`src/hw/rtl/mchm_pkg.sv`:
```
// Package with the types, constants and channel codes of the hysteresis monitor.
`timescale 1ns / 1ps

package mchm_pkg;

  localparam int unsigned MV_W   = 16;
  localparam int unsigned TEMP_W = 8;
  localparam int unsigned NCH    = 5;
  localparam int unsigned IDX_W  = 3;
  localparam int unsigned ID_W   = 8;

  typedef logic signed [TEMP_W-1:0] temp_t;
  typedef logic [MV_W-1:0]          mv_t;
  typedef logic [NCH-1:0]           mask_t;
  typedef logic [ID_W-1:0]          sensor_id_t;

  typedef enum logic [1:0] {
    EV_NONE   = 2'd0,
    EV_ASSERT = 2'd1,
    EV_CLEAR  = 2'd2
  } event_kind_t;

  typedef enum logic [IDX_W-1:0] {
    CFG_TEMP_ASSERT    = 3'd0,
    CFG_TEMP_CLEAR     = 3'd1,
    CFG_V12_LOW_ASSERT = 3'd2,
    CFG_V12_HIGH_ASSERT = 3'd3,
    CFG_V12_LOW_CLEAR  = 3'd4,
    CFG_V12_HIGH_CLEAR = 3'd5,
    CFG_IOUT_ASSERT    = 3'd6,
    CFG_IOUT_CLEAR     = 3'd7
  } cfg_idx_t;

  typedef struct packed {
    temp_t temp_assert;
    temp_t temp_clear;
    mv_t   v12_low_assert;
    mv_t   v12_high_assert;
    mv_t   v12_low_clear;
    mv_t   v12_high_clear;
    mv_t   iout_assert;
    mv_t   iout_clear;
  } thr_t;

  localparam temp_t RST_TEMP_ASSERT     = 8'sd85;
  localparam temp_t RST_TEMP_CLEAR      = 8'sd80;
  localparam mv_t   RST_V12_LOW_ASSERT  = 16'd10800;
  localparam mv_t   RST_V12_HIGH_ASSERT = 16'd13200;
  localparam mv_t   RST_V12_LOW_CLEAR   = 16'd11000;
  localparam mv_t   RST_V12_HIGH_CLEAR  = 16'd13000;
  localparam mv_t   RST_IOUT_ASSERT     = 16'd40000;
  localparam mv_t   RST_IOUT_CLEAR      = 16'd38000;

  localparam mv_t V075_LOW_ASSERT_MV  = 16'd675;
  localparam mv_t V075_HIGH_ASSERT_MV = 16'd825;
  localparam mv_t V075_LOW_CLEAR_MV   = 16'd700;
  localparam mv_t V075_HIGH_CLEAR_MV  = 16'd800;

  localparam int unsigned CH_TEMP_A  = 0;
  localparam int unsigned CH_TEMP_B  = 1;
  localparam int unsigned CH_RAIL12  = 2;
  localparam int unsigned CH_RAIL075 = 3;
  localparam int unsigned CH_CURRENT = 4;

  localparam sensor_id_t ID_TEMP_A  = 8'h04;
  localparam sensor_id_t ID_TEMP_B  = 8'h20;
  localparam sensor_id_t ID_RAIL12  = 8'h03;
  localparam sensor_id_t ID_RAIL075 = 8'h19;
  localparam sensor_id_t ID_CURRENT = 8'h07;
  localparam sensor_id_t ID_NONE    = 8'h00;

endpackage

```
`src/hw/rtl/mchm_cfg_regs.sv`:
```
// Threshold register file written through the configuration port.
`timescale 1ns / 1ps

module mchm_cfg_regs (
  input  logic                     clk,
  input  logic                     rst_n,
  input  logic                     cfg_valid,
  output logic                     cfg_ready,
  input  mchm_pkg::cfg_idx_t       cfg_index,
  input  logic [mchm_pkg::MV_W-1:0] cfg_data,
  output mchm_pkg::thr_t           thr
);
  import mchm_pkg::*;

  thr_t thr_r;
  thr_t thr_nxt;

  assign cfg_ready = 1'b1;
  assign thr       = thr_r;

  always_comb begin
    thr_nxt = thr_r;
    if (cfg_valid) begin
      unique case (cfg_index)
        CFG_TEMP_ASSERT:     thr_nxt.temp_assert     = temp_t'(cfg_data[TEMP_W-1:0]);
        CFG_TEMP_CLEAR:      thr_nxt.temp_clear      = temp_t'(cfg_data[TEMP_W-1:0]);
        CFG_V12_LOW_ASSERT:  thr_nxt.v12_low_assert  = cfg_data;
        CFG_V12_HIGH_ASSERT: thr_nxt.v12_high_assert = cfg_data;
        CFG_V12_LOW_CLEAR:   thr_nxt.v12_low_clear   = cfg_data;
        CFG_V12_HIGH_CLEAR:  thr_nxt.v12_high_clear  = cfg_data;
        CFG_IOUT_ASSERT:     thr_nxt.iout_assert     = cfg_data;
        CFG_IOUT_CLEAR:      thr_nxt.iout_clear      = cfg_data;
      endcase
    end
  end

  always_ff @(posedge clk) begin
    if (!rst_n) begin
      thr_r.temp_assert     <= RST_TEMP_ASSERT;
      thr_r.temp_clear      <= RST_TEMP_CLEAR;
      thr_r.v12_low_assert  <= RST_V12_LOW_ASSERT;
      thr_r.v12_high_assert <= RST_V12_HIGH_ASSERT;
      thr_r.v12_low_clear   <= RST_V12_LOW_CLEAR;
      thr_r.v12_high_clear  <= RST_V12_HIGH_CLEAR;
      thr_r.iout_assert     <= RST_IOUT_ASSERT;
      thr_r.iout_clear      <= RST_IOUT_CLEAR;
    end else begin
      thr_r <= thr_nxt;
    end
  end

endmodule

```
`src/hw/rtl/multi_channel_hysteresis_monitor.sv`:
```
// Top level of the five-channel hysteresis monitor with event reporting.
`timescale 1ns / 1ps

// Each input beat carries one set of readings: two temperatures, the 12 V rail,
// two 0.75 V rail samples (averaged with a truncating halving) and the output
// current. Each input beat produces exactly one output beat holding the event
// kind, the high/low flag, the sensor id and the new exceeded mask.
// The input beat is captured in an input register; the channel compares and the
// mask update sit between that register and the output register. An output beat
// is presented by the output register after passing the input register. One
// beat per cycle is sustained while out_stall is low: both registers advance
// together and the mask state is updated in the same cycle as the compares
// that read it. A full output register holds while out_stall is high; the input
// register still fills once, and in_stall rises only when both hold a beat.
// Threshold registers are written through the cfg port, which is always ready;
// they should only be written while no beat is in flight.
// Synchronous reset empties both registers, clears the exceeded mask and loads
// the default thresholds.
module multi_channel_hysteresis_monitor (
  input  logic                           clk,
  input  logic                           rst_n,
  input  logic                           in_valid,
  output logic                           in_stall,
  input  logic signed [mchm_pkg::TEMP_W-1:0] in_temp_a_c,
  input  logic signed [mchm_pkg::TEMP_W-1:0] in_temp_b_c,
  input  logic [mchm_pkg::MV_W-1:0]      in_rail12_mv,
  input  logic [mchm_pkg::MV_W-1:0]      in_rail075_a_mv,
  input  logic [mchm_pkg::MV_W-1:0]      in_rail075_b_mv,
  input  logic [mchm_pkg::MV_W-1:0]      in_current_ma,
  output logic                           out_valid,
  input  logic                           out_stall,
  output logic [1:0]                     out_event_kind,
  output logic                           out_trip_high,
  output logic [mchm_pkg::ID_W-1:0]      out_sensor_id,
  output logic [mchm_pkg::NCH-1:0]       out_exceeded_mask,
  input  logic                           cfg_valid,
  output logic                           cfg_ready,
  input  logic [mchm_pkg::IDX_W-1:0]     cfg_index,
  input  logic [mchm_pkg::MV_W-1:0]      cfg_data
);
  import mchm_pkg::*;

  thr_t thr;

  mchm_cfg_regs u_cfg (
    .clk       (clk),
    .rst_n     (rst_n),
    .cfg_valid (cfg_valid),
    .cfg_ready (cfg_ready),
    .cfg_index (cfg_idx_t'(cfg_index)),
    .cfg_data  (cfg_data),
    .thr       (thr)
  );

  // Input register stage.
  logic  s1_valid_r;
  temp_t s1_temp_a_r;
  temp_t s1_temp_b_r;
  mv_t   s1_rail12_r;
  mv_t   s1_rail075_a_r;
  mv_t   s1_rail075_b_r;
  mv_t   s1_current_r;

  // Output register stage and channel state.
  logic        out_valid_r;
  event_kind_t out_kind_r;
  logic        out_high_r;
  sensor_id_t  out_id_r;
  mask_t       out_mask_r;
  mask_t       exceeded_r;

  logic s2_adv;
  logic s1_adv;
  logic in_acc;

  assign s2_adv   = !out_valid_r || !out_stall;
  assign s1_adv   = s1_valid_r && s2_adv;
  assign in_stall = s1_valid_r && !s2_adv;
  assign in_acc   = in_valid && !in_stall;

  // Channel evaluation.
  logic [MV_W:0] r075_sum;
  mv_t           r075;
  mask_t         trip;
  mask_t         hold;
  logic          v12_hi;
  logic          v075_hi;
  mask_t         mask_nxt;
  sensor_id_t    id_nxt;
  logic          high_nxt;
  event_kind_t   kind_nxt;
  mask_t         fresh;

  assign r075_sum = {1'b0, s1_rail075_a_r} + {1'b0, s1_rail075_b_r};
  assign r075     = r075_sum[MV_W:1];
  assign v12_hi   = s1_rail12_r > thr.v12_high_assert;
  assign v075_hi  = r075 > V075_HIGH_ASSERT_MV;

  always_comb begin
    trip[CH_TEMP_A]  = s1_temp_a_r >= thr.temp_assert;
    trip[CH_TEMP_B]  = s1_temp_b_r >= thr.temp_assert;
    trip[CH_RAIL12]  = (s1_rail12_r < thr.v12_low_assert) || v12_hi;
    trip[CH_RAIL075] = (r075 < V075_LOW_ASSERT_MV) || v075_hi;
    trip[CH_CURRENT] = s1_current_r >= thr.iout_assert;

    hold[CH_TEMP_A]  = !(s1_temp_a_r <= thr.temp_clear);
    hold[CH_TEMP_B]  = !(s1_temp_b_r <= thr.temp_clear);
    hold[CH_RAIL12]  = !((s1_rail12_r >= thr.v12_low_clear) &&
                         (s1_rail12_r <= thr.v12_high_clear));
    hold[CH_RAIL075] = !((r075 >= V075_LOW_CLEAR_MV) && (r075 <= V075_HIGH_CLEAR_MV));
    hold[CH_CURRENT] = !(s1_current_r <= thr.iout_clear);

    mask_nxt = trip | (hold & exceeded_r);
    fresh    = trip & ~exceeded_r;

    // The last newly tripped channel in channel order is named.
    id_nxt   = ID_NONE;
    high_nxt = 1'b0;
    if (fresh[CH_TEMP_A]) begin
      id_nxt   = ID_TEMP_A;
      high_nxt = 1'b1;
    end
    if (fresh[CH_TEMP_B]) begin
      id_nxt   = ID_TEMP_B;
      high_nxt = 1'b1;
    end
    if (fresh[CH_RAIL12]) begin
      id_nxt   = ID_RAIL12;
      high_nxt = v12_hi;
    end
    if (fresh[CH_RAIL075]) begin
      id_nxt   = ID_RAIL075;
      high_nxt = v075_hi;
    end
    if (fresh[CH_CURRENT]) begin
      id_nxt   = ID_CURRENT;
      high_nxt = 1'b1;
    end

    priority if ((mask_nxt != '0) && (exceeded_r == '0)) begin
      kind_nxt = EV_ASSERT;
    end else if ((mask_nxt == '0) && (exceeded_r != '0)) begin
      kind_nxt = EV_CLEAR;
      id_nxt   = ID_NONE;
      high_nxt = 1'b0;
    end else begin
      kind_nxt = EV_NONE;
      id_nxt   = ID_NONE;
      high_nxt = 1'b0;
    end
  end

  always_ff @(posedge clk) begin
    if (!rst_n) begin
      s1_valid_r  <= 1'b0;
      out_valid_r <= 1'b0;
      exceeded_r  <= '0;
    end else begin
      if (in_acc) begin
        s1_valid_r <= 1'b1;
      end else if (s1_adv) begin
        s1_valid_r <= 1'b0;
      end
      if (s2_adv) begin
        out_valid_r <= s1_valid_r;
      end
      if (s1_adv) begin
        exceeded_r <= mask_nxt;
      end
    end
  end

  always_ff @(posedge clk) begin
    if (in_acc) begin
      s1_temp_a_r    <= in_temp_a_c;
      s1_temp_b_r    <= in_temp_b_c;
      s1_rail12_r    <= in_rail12_mv;
      s1_rail075_a_r <= in_rail075_a_mv;
      s1_rail075_b_r <= in_rail075_b_mv;
      s1_current_r   <= in_current_ma;
    end
    if (s1_adv) begin
      out_kind_r <= kind_nxt;
      out_high_r <= high_nxt;
      out_id_r   <= id_nxt;
      out_mask_r <= mask_nxt;
    end
  end

  assign out_valid         = out_valid_r;
  assign out_event_kind    = out_kind_r;
  assign out_trip_high     = out_high_r;
  assign out_sensor_id     = out_id_r;
  assign out_exceeded_mask = out_mask_r;

  // A clear event always reports an empty mask.
  a_clear_empty: assert property (@(posedge clk) disable iff (!rst_n)
    (out_valid_r && (out_kind_r == EV_CLEAR)) |-> (out_mask_r == '0))
    else $error("clear event with nonzero mask");

  // An assert event names a channel that is set in the reported mask.
  a_assert_named: assert property (@(posedge clk) disable iff (!rst_n)
    (out_valid_r && (out_kind_r == EV_ASSERT)) |-> ((out_mask_r != '0) && (out_id_r != ID_NONE)))
    else $error("assert event without a named channel");

  // Only assert events carry an id or a high flag.
  a_quiet_fields: assert property (@(posedge clk) disable iff (!rst_n)
    (out_valid_r && (out_kind_r != EV_ASSERT)) |-> ((out_id_r == ID_NONE) && !out_high_r))
    else $error("id or high flag set outside an assert event");

  // The mask state follows the mask of the beat just moved to the output.
  a_state_tracks: assert property (@(posedge clk) disable iff (!rst_n)
    s1_adv |=> (exceeded_r == out_mask_r))
    else $error("exceeded state differs from reported mask");

  // Reset leaves the mask state empty.
  a_reset_clear: assert property (@(posedge clk)
    !rst_n |=> (exceeded_r == '0))
    else $error("exceeded state not cleared by reset");

endmodule

```
`config.mk`:
```
export PLATFORM = sky130hd
export DESIGN_NAME = multi_channel_hysteresis_monitor
export DESIGN_NICKNAME = d
export VERILOG_FILES = /design/src/hw/rtl/mchm_pkg.sv /design/src/hw/rtl/mchm_cfg_regs.sv /design/src/hw/rtl/multi_channel_hysteresis_monitor.sv
export SDC_FILE = /design/constraint.sdc
export NUM_CORES = 1
export LEC_CHECK = 0
export BUFFER_PORTS_ARGS = -buffer_cell sky130_fd_sc_hd__buf_2
export CORE_MARGIN = 4
export CORE_UTILIZATION = 48
export CTS_BUF_LIST = sky130_fd_sc_hd__clkbuf_4
export DETAILED_ROUTE_END_ITERATION = 16
export PLACE_DENSITY = 0.69
export SLEW_MARGIN = 20
export SYNTH_ARGS = -nofsm -noshare
export SYNTH_HDL_FRONTEND = slang
export SYNTH_SLANG_ARGS = --single-unit
```
`constraint.sdc`:
```
create_clock -name clk -period 6.63 [get_ports clk]
set_input_delay 0.663 -clock clk [delete_from_list [all_inputs] [get_ports clk]]
set_output_delay 0.663 -clock clk [all_outputs]
set_load 0.03 [all_outputs]
```
After elaboration in Yosys (flattened, before gate mapping)
Cells that the tools add are included.
W data, S select, Z words.
- add/subtract/negate cells: 1
- order comparisons: 14
- equality and inequality tests: 7
- multiplexer cells: 13
- bitwise logic cells: 5
- reductions and logical operators: 36
- operators with widths (cell ; count):
    $ge A16 B16 Y1 ; 2
    $le A16 B16 Y1 ; 2
    $add A16 B16 Y17 ; 1
    $ge A16 B10 Y1 const B ; 1
    $ge A8 B8 Y1 ; 2
    $gt A16 B10 Y1 const B ; 1
    $gt A16 B16 Y1 ; 1
    $le A16 B10 Y1 const B ; 1
    $le A8 B8 Y1 ; 2
    $lt A16 B10 Y1 const B ; 1
    $lt A16 B16 Y1 ; 1
    $reduce_and A2 Y1 ; 8
    $eq A3 B3 Y1 const B ; 4
    $and A5 B5 Y5 ; 2
    $logic_not A5 Y1 ; 2
    $mux W5 ; 2
    $reduce_bool A5 Y1 ; 2
    $logic_not A1 Y1 ; 9
    $logic_and A1 B1 Y1 ; 7
    $mux W1 ; 7
    $eq A3 B2 Y1 const B ; 2
    $mux W3 ; 2
    $mux W6 ; 1
    $not A5 Y5 ; 1
    10 further kinds ; 12
- register bits: 215
- output and inout port bits: 19
- word-level logic and storage cells: 100

Depth between registers and ports, before layout
Gate-level depths: netlist of run 1.
- word-level depth: 10
- depth in mapped cells: 11
- gate-level depth less buffers: 11

Modules after synthesis
A second synthesis of run 1 with hierarchy kept.
- cells, all modules: 1149
- area total of the unflattened synthesis: 11868.9 µm²
- by module, submodules not included (module ; instances ; cells each ; area each (µm²) ; seq. area each (µm²)):
    multi_channel_hysteresis_monitor ; 1 ; 736 ; 7516.0 ; 2932.8
    mchm_cfg_regs ; 1 ; 413 ; 4352.9 ; 2242.2

Worst setup path before layout of run 1
No wires, ideal clock.
- path type: input -> register
- from: input port out_stall
- to: register s1_current_r[0], enable pin
- arrival time: 4.529 ns
- path slack: 1.574 ns
- stages: 2
- path buffers: 0
- cells stage by stage: and3_1 nor2b_1
- word-level cells in the longest chain between the ends: 6
- RTL lines (item ; RTL line ; text):
    from (decl) ; multi_channel_hysteresis_monitor.sv:31 ; input logic out_stall,
    $logic_not A1 Y1 ; multi_channel_hysteresis_monitor.sv:76 ; assign s2_adv = !out_valid_r || !out_stall;
    $logic_or A1 B1 Y1 ; multi_channel_hysteresis_monitor.sv:76 ;
    $logic_not A1 Y1 ; multi_channel_hysteresis_monitor.sv:78 ; assign in_stall = s1_valid_r && !s2_adv;
    $logic_and A1 B1 Y1 ; multi_channel_hysteresis_monitor.sv:78 ;
    $logic_not A1 Y1 ; multi_channel_hysteresis_monitor.sv:79 ; assign in_acc = in_valid && !in_stall;
    $logic_and A1 B1 Y1 ; multi_channel_hysteresis_monitor.sv:79 ;
    named net in_acc ; multi_channel_hysteresis_monitor.sv:74 ; logic in_acc;
    to (signal assigned) ; multi_channel_hysteresis_monitor.sv:180 ; s1_current_r <= in_current_ma;
    to (decl) ; multi_channel_hysteresis_monitor.sv:62 ; mv_t s1_current_r;
The timed path passes the listed nets, and every way through them passes these cells.
A chain may end at the register's enable or synchronous reset.

Final worst setup path of run 1
- from: register s1_current_r[5]
- to: register out_id_r[5] (netlist: out_sensor_id[5]), data pin
- word-level cells in the longest chain between the ends: 8
- elaborated cells on any way between the ends: 10
- classes of those cells: 2 x order compare; 4 x bitwise; 4 x reduce/logical
- RTL lines (item ; RTL line ; text):
    $le A16 B16 Y1 ; multi_channel_hysteresis_monitor.sv:111 ; hold[CH_CURRENT] = !(s1_current_r <= thr.iout_clear);
    $logic_not A1 Y1 ; multi_channel_hysteresis_monitor.sv:111 ;
    $and A5 B5 Y5 ; multi_channel_hysteresis_monitor.sv:113 ; mask_nxt = trip | (hold & exceeded_r);
    $or A5 B5 Y5 (*) ; multi_channel_hysteresis_monitor.sv:113 ;
    named net mask_nxt[4] ; multi_channel_hysteresis_monitor.sv:88 ; mask_t mask_nxt;
    $reduce_bool A5 Y1 (*) ; multi_channel_hysteresis_monitor.sv:140 ; priority if ((mask_nxt != '0) && (exceeded_r == '0)) begin
    $logic_and A1 B1 Y1 (*) ; multi_channel_hysteresis_monitor.sv:140 ;
    $not A1 Y1 (no source line) (*) ; n/a ;
    $reduce_or A4 Y1 (no source line) (*) ; n/a ;
    to (signal assigned) ; multi_channel_hysteresis_monitor.sv:185 ; out_id_r <= id_nxt;
    to (decl) ; multi_channel_hysteresis_monitor.sv:68 ; sensor_id_t out_id_r;
Mark *: on every way through the listed nets, which the timed path passes. The rest lies on a longest branch.

==> results of run 1 <==
==> cell usage in the layout, fill, tap and decap left out, drive strengths merged, types with 4 or more instances in the layout <==
cell and n:
nand2 216, ha 142, buf 125, dfxtp 119, inv 117, edfxtp 93
clkbuf 86, a21boi 74, o211ai 48, a21oi 45, o21ai 37, nor2 35
nand4 21, nor3 19, clkinv 19, nand3 18, nor2b 18, a21o 17
a211oi 13, nand2b 11, o21a 11, xor2 8, a31oi 5, nor4 5
o2111ai 4, a31o 4, xnor2 4, or3 4, mux2i 4
==> kinds of logic after synthesis <==
family          share of synthesized area
buf+inv                            0.0602
xor+xnor                          0.00910
other cells                      0.000650
mux                               0.00347
flops                               0.448
fa+ha+maj                           0.156
simple gates                        0.145
compound gates                      0.178
==> path summary, 6_finish.rpt <==
check                             startpoint                        endpoint  slack, ns  depth (start not counted)
setup reg to reg   s1_current_r[5]$_DFFE_PP_  out_sensor_id[5]$_SDFFCE_PP0P_       3.33                         10
hold reg to reg   u_cfg.thr[80]$_SDFFE_PN0P_      u_cfg.thr[80]$_SDFFE_PN0P_       0.46                          2
hold / removal              in_current_ma[1]       s1_current_r[1]$_DFFE_PP_       0.13                          1
setup / recovery   s1_current_r[5]$_DFFE_PP_  out_sensor_id[5]$_SDFFCE_PP0P_       3.33                         10
==> routing by layer <==
metal,track usage,vias to the layer above,wire [um]
met5,0,-,34
met4,0.0606,6,451
met3,0.0419,45,1590
met2,0.319,229,12300
met1,0.285,4118,13100
li1,-,4538,-
==> worst reg2reg max path, stage by stage (launching register included) <==
cell	delay, ns
edfxtp_1	0.40
ha_1	0.33
and4_1	0.20
a2111oi_0	0.36
o31ai_1	0.15
a21oi_1	0.20
o21a_1	0.21
o21ai_0	0.29
nor4_2	0.47
a31oi_4	0.18
nor4b_4	0.16
==> registers in the layout (all words and copies together) (netlist names) <==
| name | flops |
|---|---|
| u_cfg.thr | 112 |
| s1_current_r | 16 |
| s1_rail075_a_r | 16 |
| s1_rail075_b_r | 16 |
| s1_rail12_r | 16 |
| s1_temp_a_r | 8 |
| s1_temp_b_r | 8 |
| exceeded_r | 5 |
| out_exceeded_mask | 5 |
| out_sensor_id | 5 |
| out_event_kind | 2 |
| out_trip_high | 1 |
| out_valid | 1 |
| s1_valid_r | 1 |
==> synthesized netlist by cell type (12+ instances only) <==
master    count
a211oi_1     13
a21boi_0     71
a21o_1       17
a21oi_1      44
buf_4        12
clkbuf_1     35
dfxtp_1     119
edfxtp_1     93
ha_1        142
inv_1       115
nand2_1     216
nand3_1      18
nand4_1      21
nor2_1       35
nor2b_1      16
nor3_1       19
o211ai_1     48
o21ai_0      35
==> report_power, final <==
group	leakage [nW]	switching (mW)	internal, mW
combinational	3.14	0.260	0.173
clock	0.458	0.551	0.638
sequential	1.87	0.0329	1.43
==> cell type report <==
cell class | count | share of cell area
antenna | 1 | 0.000190
clock buffer | 86 | 0.0491
clock inverter | 22 | 0.00942
inverter | 115 | 0.0328
multi-input combinational | 814 | 0.434
sequential | 212 | 0.393
tap | 319 | 0.0303
timing repair buffer | 125 | 0.0505
==> impl_metrics.csv, run 1 <==
group,metric,value,unit
synthesis,yosysWarningCount,0,
grt,grt_pass1_wl,43600,um
setup_path,worst_ep_required_time,6.99,ns
setup_path,crit_fanout,6,
setup_path,endpoint_kind,"register",
clock_tree,postCtsSetupBuffers,0,
die,ios,123,
sta,setup_viol,0,
final_layout,stdcell_area,13200,um2
sta,holdWs,0.134,ns
die,die_y,163,um
clock_tree,cts_buffers,57,
synthesis,yosys-top-cells-area,"edfxtp_1 24%, dfxtp_1 21%, ha_1 15%",
min_path,worstHoldPathType,"primary input to register",
grt,grt_pass1_vias,8681,
clock_tree,cts_hold_buf,0,
final_layout,final_util,0.559,
route,dr.pass1.iters,7,
die,dieArea,26600,um2
grt,grt_max_degree,120,
final_layout,regArea,5170,um2
clock_tree,clk_root_buffer_cell,"clkbuf_4",
route,dr_total_vias,8936,
place,port_buffers,119,
die,core_area,23500,um2
sta,finalHoldViolCount,0,
place,place_hpwl,19600,um
synthesis,synth_area,11600,um2
synthesis,ys_async_sr_fraction,0,
synthesis,synth_edf_count,93,
power,ir_drop,0.156,mV
clock_tree,h-tree-depth,2,
power,p_total,3.08,mW
sta,setup_slack,3.33,ns
synthesis,synth-seq-cells,212,
sta,fmax,303,MHz
synthesis,synth_ff_type,"dfxtp_1",
final_layout,multi_input_area,5710,um2
setup_path,path_delay_family,"compound AO/OA/AOI/OAI gates",
synthesis,syn-mean-instance-area,9.68,um2
place,dp_cells,1584,
sta,rsz0062_at_grt,"false",
grt,gr-usage-all-layers,0.203,
setup_path,worstSetupPathType,"register to register",
die,initial_utilization,0.491,
setup_path,cp.arrival,3.66,ns
clock_tree,cts-resized-gates,0,
setup_path,crit_path_max_incr_delay,0.47,ns
sta,worst_slew_pin_slew,1.12,ns
route,drc_errors,0,
place,dp_slack,3.39,ns
synthesis,syn_inst,1193,
final_layout,drive_gt1_frac,0.177,
route,antenna_left,0,
route,routed_wl,27400,um
sta,slew_headroom,0.248,
synthesis,yosysTopAreaCell,"edfxtp_1",
sta,period_needed,3.30,ns
setup_path,path_cells,"ha_1, and4_1, a2111oi_0, o31ai_1, a21oi_1, o21a_1, o21ai_0, nor4_2, a31oi_4, nor4b_4",
flow_run,max_cap_violations,0,
clock_tree,clkLatencyLatePin,0.70,ns
setup_path,critical_path_buf_inv_count,0,
run_status,status,"completed",
final_layout,fin_cells,1694,
synthesis,ys_seq_area_frac,0.448,
power,leakage,5.46,nW
grt,overflow,0,
power,powerDensity,234,nW/um2
grt,antenna_found_initial,4,
route,wl_per_cell,16.2,um
die,die_x,163,um
sta,fin_crit_sh,0.498,
final_layout,fillCellCount,2149,
sta,setup_tns,0,ns
sta,finalClockSkew,0.0709,ns
final_layout,final_net_count,1572,
final_layout,syn2layout_area_growth,13.9,%
synthesis,synth_cell_types,74,
synthesis,synth_top_area_frac,0.242,
sta,drv_slew,0,
route,drt_iter0_drc,555,
clock_tree,cts.sinks,212,
die,num_rows,56,
place,gp_congestion,0.849,
setup_path,start_kind,"register",
clock_tree,clkTransAtPathRegs,0.06,ns
place,dpl-instance-area,12400,um2
clock_tree,cts_buffer_depth,3,
route,drt-vias-per-instance,5.28,
clock_tree,cts_tree,"built",
setup_path,crit_slowest_cell,"nor4_2",
Note: power is estimated with default switching activity, not from simulation.
==> run 2, diff against run 1 <==
--- a/config.mk
+++ b/config.mk
@@ -5,6 +5,7 @@
 export SDC_FILE = /design/constraint.sdc
 export NUM_CORES = 1
 export LEC_CHECK = 0
+export ABC_AREA = 1
 export BUFFER_PORTS_ARGS = -buffer_cell sky130_fd_sc_hd__buf_2
 export CORE_MARGIN = 4
 export CORE_UTILIZATION = 48
==> constraint.sdc (replaced) <==
create_clock -name clk -period 3.1 [get_ports clk]
set_input_delay 0.31 -clock clk [delete_from_list [all_inputs] [get_ports clk]]
set_output_delay 0.31 -clock clk [all_outputs]
set_load 0.03 [all_outputs]
==> impl_metrics.csv, run 2 <==
group,metric,value,unit
clock_tree,cts_buffers,56,
place,port_buffers,119,
synthesis,synth_top_area_frac,0.242,
final_layout,final_net_count,1879,
sta,setup_tns,0,ns
clock_tree,postCtsSetupBuffers,0,
grt,antenna_found_initial,2,
power,powerDensity,476,nW/um2
clock_tree,h-tree-depth,2,
clock_tree,cts.sinks,212,
final_layout,syn2layout_area_growth,23.2,%
synthesis,synth_common_cells,"280 x nand2_1, 225 x inv_1, 144 x a21oi_1",
sta,setup_viol,0,
sta,rsz0062_at_grt,"false",
power,switchingPower,1.89,mW
power,p_comb_frac,0.168,
grt,gr-usage-all-layers,0.211,
synthesis,synth_cell_types,33,
sta,drv_slew,0,
setup_path,cp.arrival,3.01,ns
clock_tree,cts_buffer_depth,3,
die,initial_utilization,0.490,
clock_tree,clk_root_buffer_cell,"clkbuf_4",
clock_tree,clkLatencyLatePin,0.69,ns
sta,finalClockSkew,0.0369,ns
power,clkPwrFrac,0.371,
flow_run,max_cap_violations,0,
synthesis,syn_inst,1378,
min_path,worstHoldPathType,"primary input to register",
grt,grt_pass1_wl,45600,um
synthesis,yosysTopAreaCell,"edfxtp_1",
final_layout,final_common_cell,"nand2_1",
route,wl_per_cell,14.1,um
synthesis,synth_ff_type,"dfxtp_1",
synthesis,yosysWarningCount,0,
power,seqPwrFrac,0.461,
die,ios,123,
sta,fmax,388,MHz
synthesis,yosys-top-cells-area,"edfxtp_1 24%, dfxtp_1 21%, ha_1 15%",
sta,worst_slew_pin_slew,0.690,ns
route,dr_total_vias,9739,
min_path,worstHoldStart,"cfg_data[7]",
sta,setup_slack,0.520,ns
route,drc_errors,0,
synthesis,synth_edf_count,93,
final_layout,drive_gt1_frac,0.153,
setup_path,worstSetupPathType,"register to register",
route,drt_iter0_drc,519,
setup_path,start_kind,"register",
synthesis,synth-seq-cells,212,
sta,slew_headroom,0.540,
clock_tree,clkTransAtPathRegs,0.07,ns
die,core_area,23600,um2
grt,overflow,0,
power,leakage,6.84,nW
final_layout,layout_common_cells,"280 x nand2_1, 224 x inv_1, 144 x a21oi_1",
synthesis,syn-mean-instance-area,8.39,um2
setup_path,crit_fanout,7,
power,ir_drop,0.285,mV
power,p_int,4.88,mW
route,routed_wl,28200,um
place,gp_congestion,0.870,
synthesis,ys_async_sr_fraction,0,
final_layout,largest_reg_flops,112,
setup_path,endpoint_kind,"register",
setup_path,crit_path_start,"s1_rail12_r[15]$_DFFE_PP_",
die,num_rows,56,
synthesis,yosysMostFrequentCell,"nand2_1",
die,die_y,163,um
sta,period_needed,2.58,ns
sta,holdWs,0.0622,ns
setup_path,r2r_slack,0.52,ns
setup_path,r2r-start,"s1_rail12_r[15]$_DFFE_PP_",
setup_path,worst_ep_required_time,3.53,ns
sta,finalHoldViolCount,0,
place,place_hpwl,20200,um
power,switching_share,0.280,
synthesis,ys_seq_area_frac,0.448,
clock_tree,cts_tree,"built",
route,antenna_left,0,
place,dp_slack,0.508,ns
synthesis,synth_area,11600,um2
final_layout,fillCellCount,2066,
run_status,status,"completed",
sta,fin_crit_sh,0.832,
grt,grt_pass1_vias,9532,
die,die_x,163,um
grt,grt_max_degree,108,
die,dieArea,26600,um2
route,drt-vias-per-instance,4.88,
route,dr.pass1.iters,5,
## run 2: changes by cell type in the layout (fill, tap and decap cells not counted), sizes merged, moves of 51 or more
| cell | change |
|---|---|
| nor2 | +51 |
| o21ai | +66 |
| inv | +114 |
| a21boi | -74 |
| a21oi | +100 |
| dlygate4sd3 | +97 |
| nand2 | +73 |
## run 2: power by group through the flow
stage	Sequential, mW	Clock, mW	Combinational, mW
finish	3.13	2.51	1.14
global route	3.14	2.75	1.30
CTS	3.13	2.60	1.14
detailed placement	3.19	0	1.03
global placement	3.18	0	1.01
floorplan	3.19	0	0.704
## run 2: cell type report
class / count / area (um2) / area share
inverters: 231 / 868 / 0.0609
well taps: 319 / 399 / 0.0280
diodes: 1 / 2.50 / 0.000176
flip-flops and latches: 212 / 5170 / 0.363
clock inverters: 12 / 76.3 / 0.00536
clock buffers: 88 / 661 / 0.0464
repair buffers: 228 / 1680 / 0.118
multi-input cells: 903 / 5380 / 0.378
## run 2: worst paths after layout
check | endpoint | depth (start not counted)
worst max-delay path | out_sensor_id[2]$_SDFFCE_PP0P_ | 12
worst max register to register | out_sensor_id[2]$_SDFFCE_PP0P_ | 12
worst min register to register | u_cfg.thr[18]$_SDFFE_PN0P_ | 2
worst min-delay path | u_cfg.thr[71]$_SDFFE_PN1P_ | 3
## run 2: routing by layer
layer / vias up / global-route usage / routed length, um
met2: 201 / 0.355 / 13200
met3: 46 / 0.0373 / 1340
li1: 5116 / - / -
met4: 0 / 0.0614 / 594
met5: - / 0 / 0
met1: 4376 / 0.281 / 13100
## run 2: critical path, cell delays in order, from the launching register on
cell and delay [ns]:
edfxtp_1 0.44, ha_1 0.33, nand2_1 0.08, nor4_1 0.50, nand4_1 0.20, nand2_1 0.12
nand2_1 0.08, inv_1 0.05, nand2_1 0.08, nor2_1 0.14, nand3_2 0.12, nand2_4 0.12
nor2_1 0.05
## run 2: what timing repair did
action,in CTS,in global routing
gates resized for setup,0,0
hold buffers,97,0
endpoints found under the hold margin,138,0
## run 2: through the flow
step | power [mW] | area (um2) | std cells | utilization
after floorplan | 3.90 | 11600 | 1379 | -
after global placement | 4.19 | 12500 | 1796 | 0.531
after detailed placement | 4.22 | 12500 | 1796 | 0.531
after CTS | 6.87 | 14200 | 1993 | 0.603
after global routing | 7.19 | 14200 | 1994 | 0.603
final | 6.78 | 14200 | 1994 | 0.603
## run 2: cell families after synthesis
| group | synth area share |
|---|---|
| adder cells (fa/ha/maj) | 0.155 |
| AO/OA/AOI/OAI | 0.141 |
| AND/OR/NAND/NOR | 0.168 |
| buffers and inverters | 0.0871 |
| flip-flops | 0.448 |
| XOR/XNOR | 0.000758 |
| other | 0.000650 |
==> run 3, diff against run 2 <==
==> constraint.sdc (replaced) <==
create_clock -name clk -period 2.4 [get_ports clk]
set_input_delay 0.24 -clock clk [delete_from_list [all_inputs] [get_ports clk]]
set_output_delay 0.24 -clock clk [all_outputs]
set_load 0.03 [all_outputs]
==> impl_metrics.csv, run 3 (synthesis gave the netlist of run 2 again) <==
group,metric,value,unit
sta,rsz0062_at_grt,"true",
route,drc_errors,0,
clock_tree,clkLatencyLatePin,0.70,ns
setup_path,path_cells,"ha_4, nand2_1, nor2_1, a21oi_4, nand2_2, nand2_2, nand2_2, nand2_2, nor2_2, nand3_2, nor2_4, nand3_4, nand2_8, nor2_1",
route,routed_wl,29500,um
sta,finalClockSkew,0.0234,ns
setup_path,start_kind,"register",
clock_tree,clkTransAtPathRegs,0.07,ns
flow_run,max_cap_violations,0,
setup_path,crit_slowest_cell,"edfxtp_1",
final_layout,layout_common_cells,"240 x nand2_1, 217 x inv_1, 139 x a21oi_1",
final_layout,fin_cells,2044,
sta,setup_viol,8,
die,die_y,163,um
final_layout,fillCellCount,1987,
setup_path,endpoint_kind,"register",
die,initial_utilization,0.490,
final_layout,drive_gt1_frac,0.224,
grt,gr-usage-all-layers,0.218,
clock_tree,cts_tree,"built",
route,wl_per_cell,14.4,um
sta,fmax,408,MHz
route,drt_iter0_drc,431,
sta,slew_headroom,0.327,
place,port_buffers,119,
final_layout,multi_input_area,5870,um2
final_layout,regArea,5180,um2
die,die_x,163,um
die,ios,123,
die,dieArea,26600,um2
grt,grt_max_degree,69,
place,place_hpwl,19900,um
setup_path,worst_ep_required_time,2.84,ns
setup_path,cp.arrival,2.90,ns
sta,worst_slew_pin_slew,1.00,ns
place,dp_cells,1825,
grt,grt_pass1_wl,47200,um
grt,overflow,0,
route,dr_total_vias,10100,
setup_path,crit_fanout,7,
sta,period_needed,2.45,ns
min_path,worstHoldPathType,"primary input to register",
route,dr.pass1.iters,5,
power,powerDensity,599,nW/um2
grt,antenna_found_initial,1,
power,ir_drop,0.370,mV
clock_tree,cts.sinks,212,
run_status,status,"finished, violations left",
clock_tree,clk_root_buffer_cell,"clkbuf_4",
run_status,violations,"negative setup slack",
final_layout,largest_reg_flops,112,
clock_tree,h-tree-depth,2,
final_layout,syn2layout_area_growth,30.3,%
setup_path,crit_path_max_incr_delay,0.43,ns
die,core_area,23600,um2
final_layout,final_net_count,1922,
grt,grt_pass1_vias,9825,
sta,finalHoldViolCount,0,
route,drt-vias-per-instance,4.93,
clock_tree,cts_buffers,59,
sta,holdWs,0.0876,ns
setup_path,worstSetupPathType,"register to register",
power,leakage,7.09,nW
sta,drv_slew,0,
clock_tree,cts_buffer_depth,3,
die,num_rows,56,
sta,fin_crit_sh,1.02,
route,antenna_left,0,
sta,setup_slack,-0.0530,ns
final_layout,final_common_cell,"nand2_1",
place,gp_congestion,0.862,
setup_path,cpMostUsedCell,"nand2_2",
run 3: cell count changes in the layout (fill, tap and decap cells not counted), sizes merged:
cell and change:
buf +36, clkbuf -1, clkinv +10, bufinv -1
dlygate4sd3 +4, clkinvlp +2
run 3: critical path: cells and delay by family (launching register included):
kind            cells  cell delay, ns
simple gates       12            1.32
compound gates      1            0.12
flops               1            0.43
fa+ha+maj           1            0.33
run 3: where the power goes:
part | total [mW] | internal [mW] | switching [mW]
logic | 1.71 | 0.729 | 0.981
registers | 4.05 | 3.96 | 0.0931
clock network | 3.26 | 1.67 | 1.59
total | 9.02 | 6.35 | 2.66
run 3: final timing paths:
path	startpoint	end	slack (ns)	depth (start not counted)
hold reg to reg	u_cfg.thr[36]$_SDFFE_PN0P_	u_cfg.thr[36]$_SDFFE_PN0P_	0.46	2
setup reg to reg	s1_rail075_b_r[9]$_DFFE_PP_	out_sensor_id[5]$_SDFFCE_PP0P_	-0.05	14
hold / removal	cfg_index[1]	u_cfg.thr[100]$_SDFFE_PN1P_	0.09	5
setup / recovery	s1_rail075_b_r[9]$_DFFE_PP_	out_sensor_id[5]$_SDFFCE_PP0P_	-0.05	14
run 3: stage by stage:
stage	setup WS [ns]	instance area, um2	utilization	total power, mW	TNS (ns)
finish	-0.0530	15100	0.638	9.02	-0.284
global route	-0.164	15100	0.638	9.56	-1.38
CTS	0.00322	14700	0.623	8.96	0
detailed placement	-0.0781	12800	0.540	5.50	-0.465
global placement	-0.0208	12800	0.540	5.47	-0.102
floorplan	0.00479	11600	-	5.03	0
run 3: area by class of cell:
type	count	area share
Tap cell	319	0.0265
Timing Repair Buffer	268	0.132
Clock buffer	87	0.0434
Clock inverter	23	0.00656
Inverter	231	0.0578
Antenna cell	1	0.000166
Multi-Input combinational cell	903	0.390
Sequential cell	212	0.344
run 3: per-layer routing:
metal	vias to the layer above	wire length, um	track usage
li1	5211	-	-
met4	0	687	0.0690
met1	4572	12900	0.280
met2	247	14200	0.376
met3	56	1750	0.0381
met5	-	0	0
run 3: repair_timing:
action | CTS | global route
pin swaps | 12 | 39
setup buffers | 2 | 5
resized for setup | 31 | 81
hold buffers | 101 | 0
hold endpoints to repair | 197 | 0
setup endpoints to repair | 9 | 10
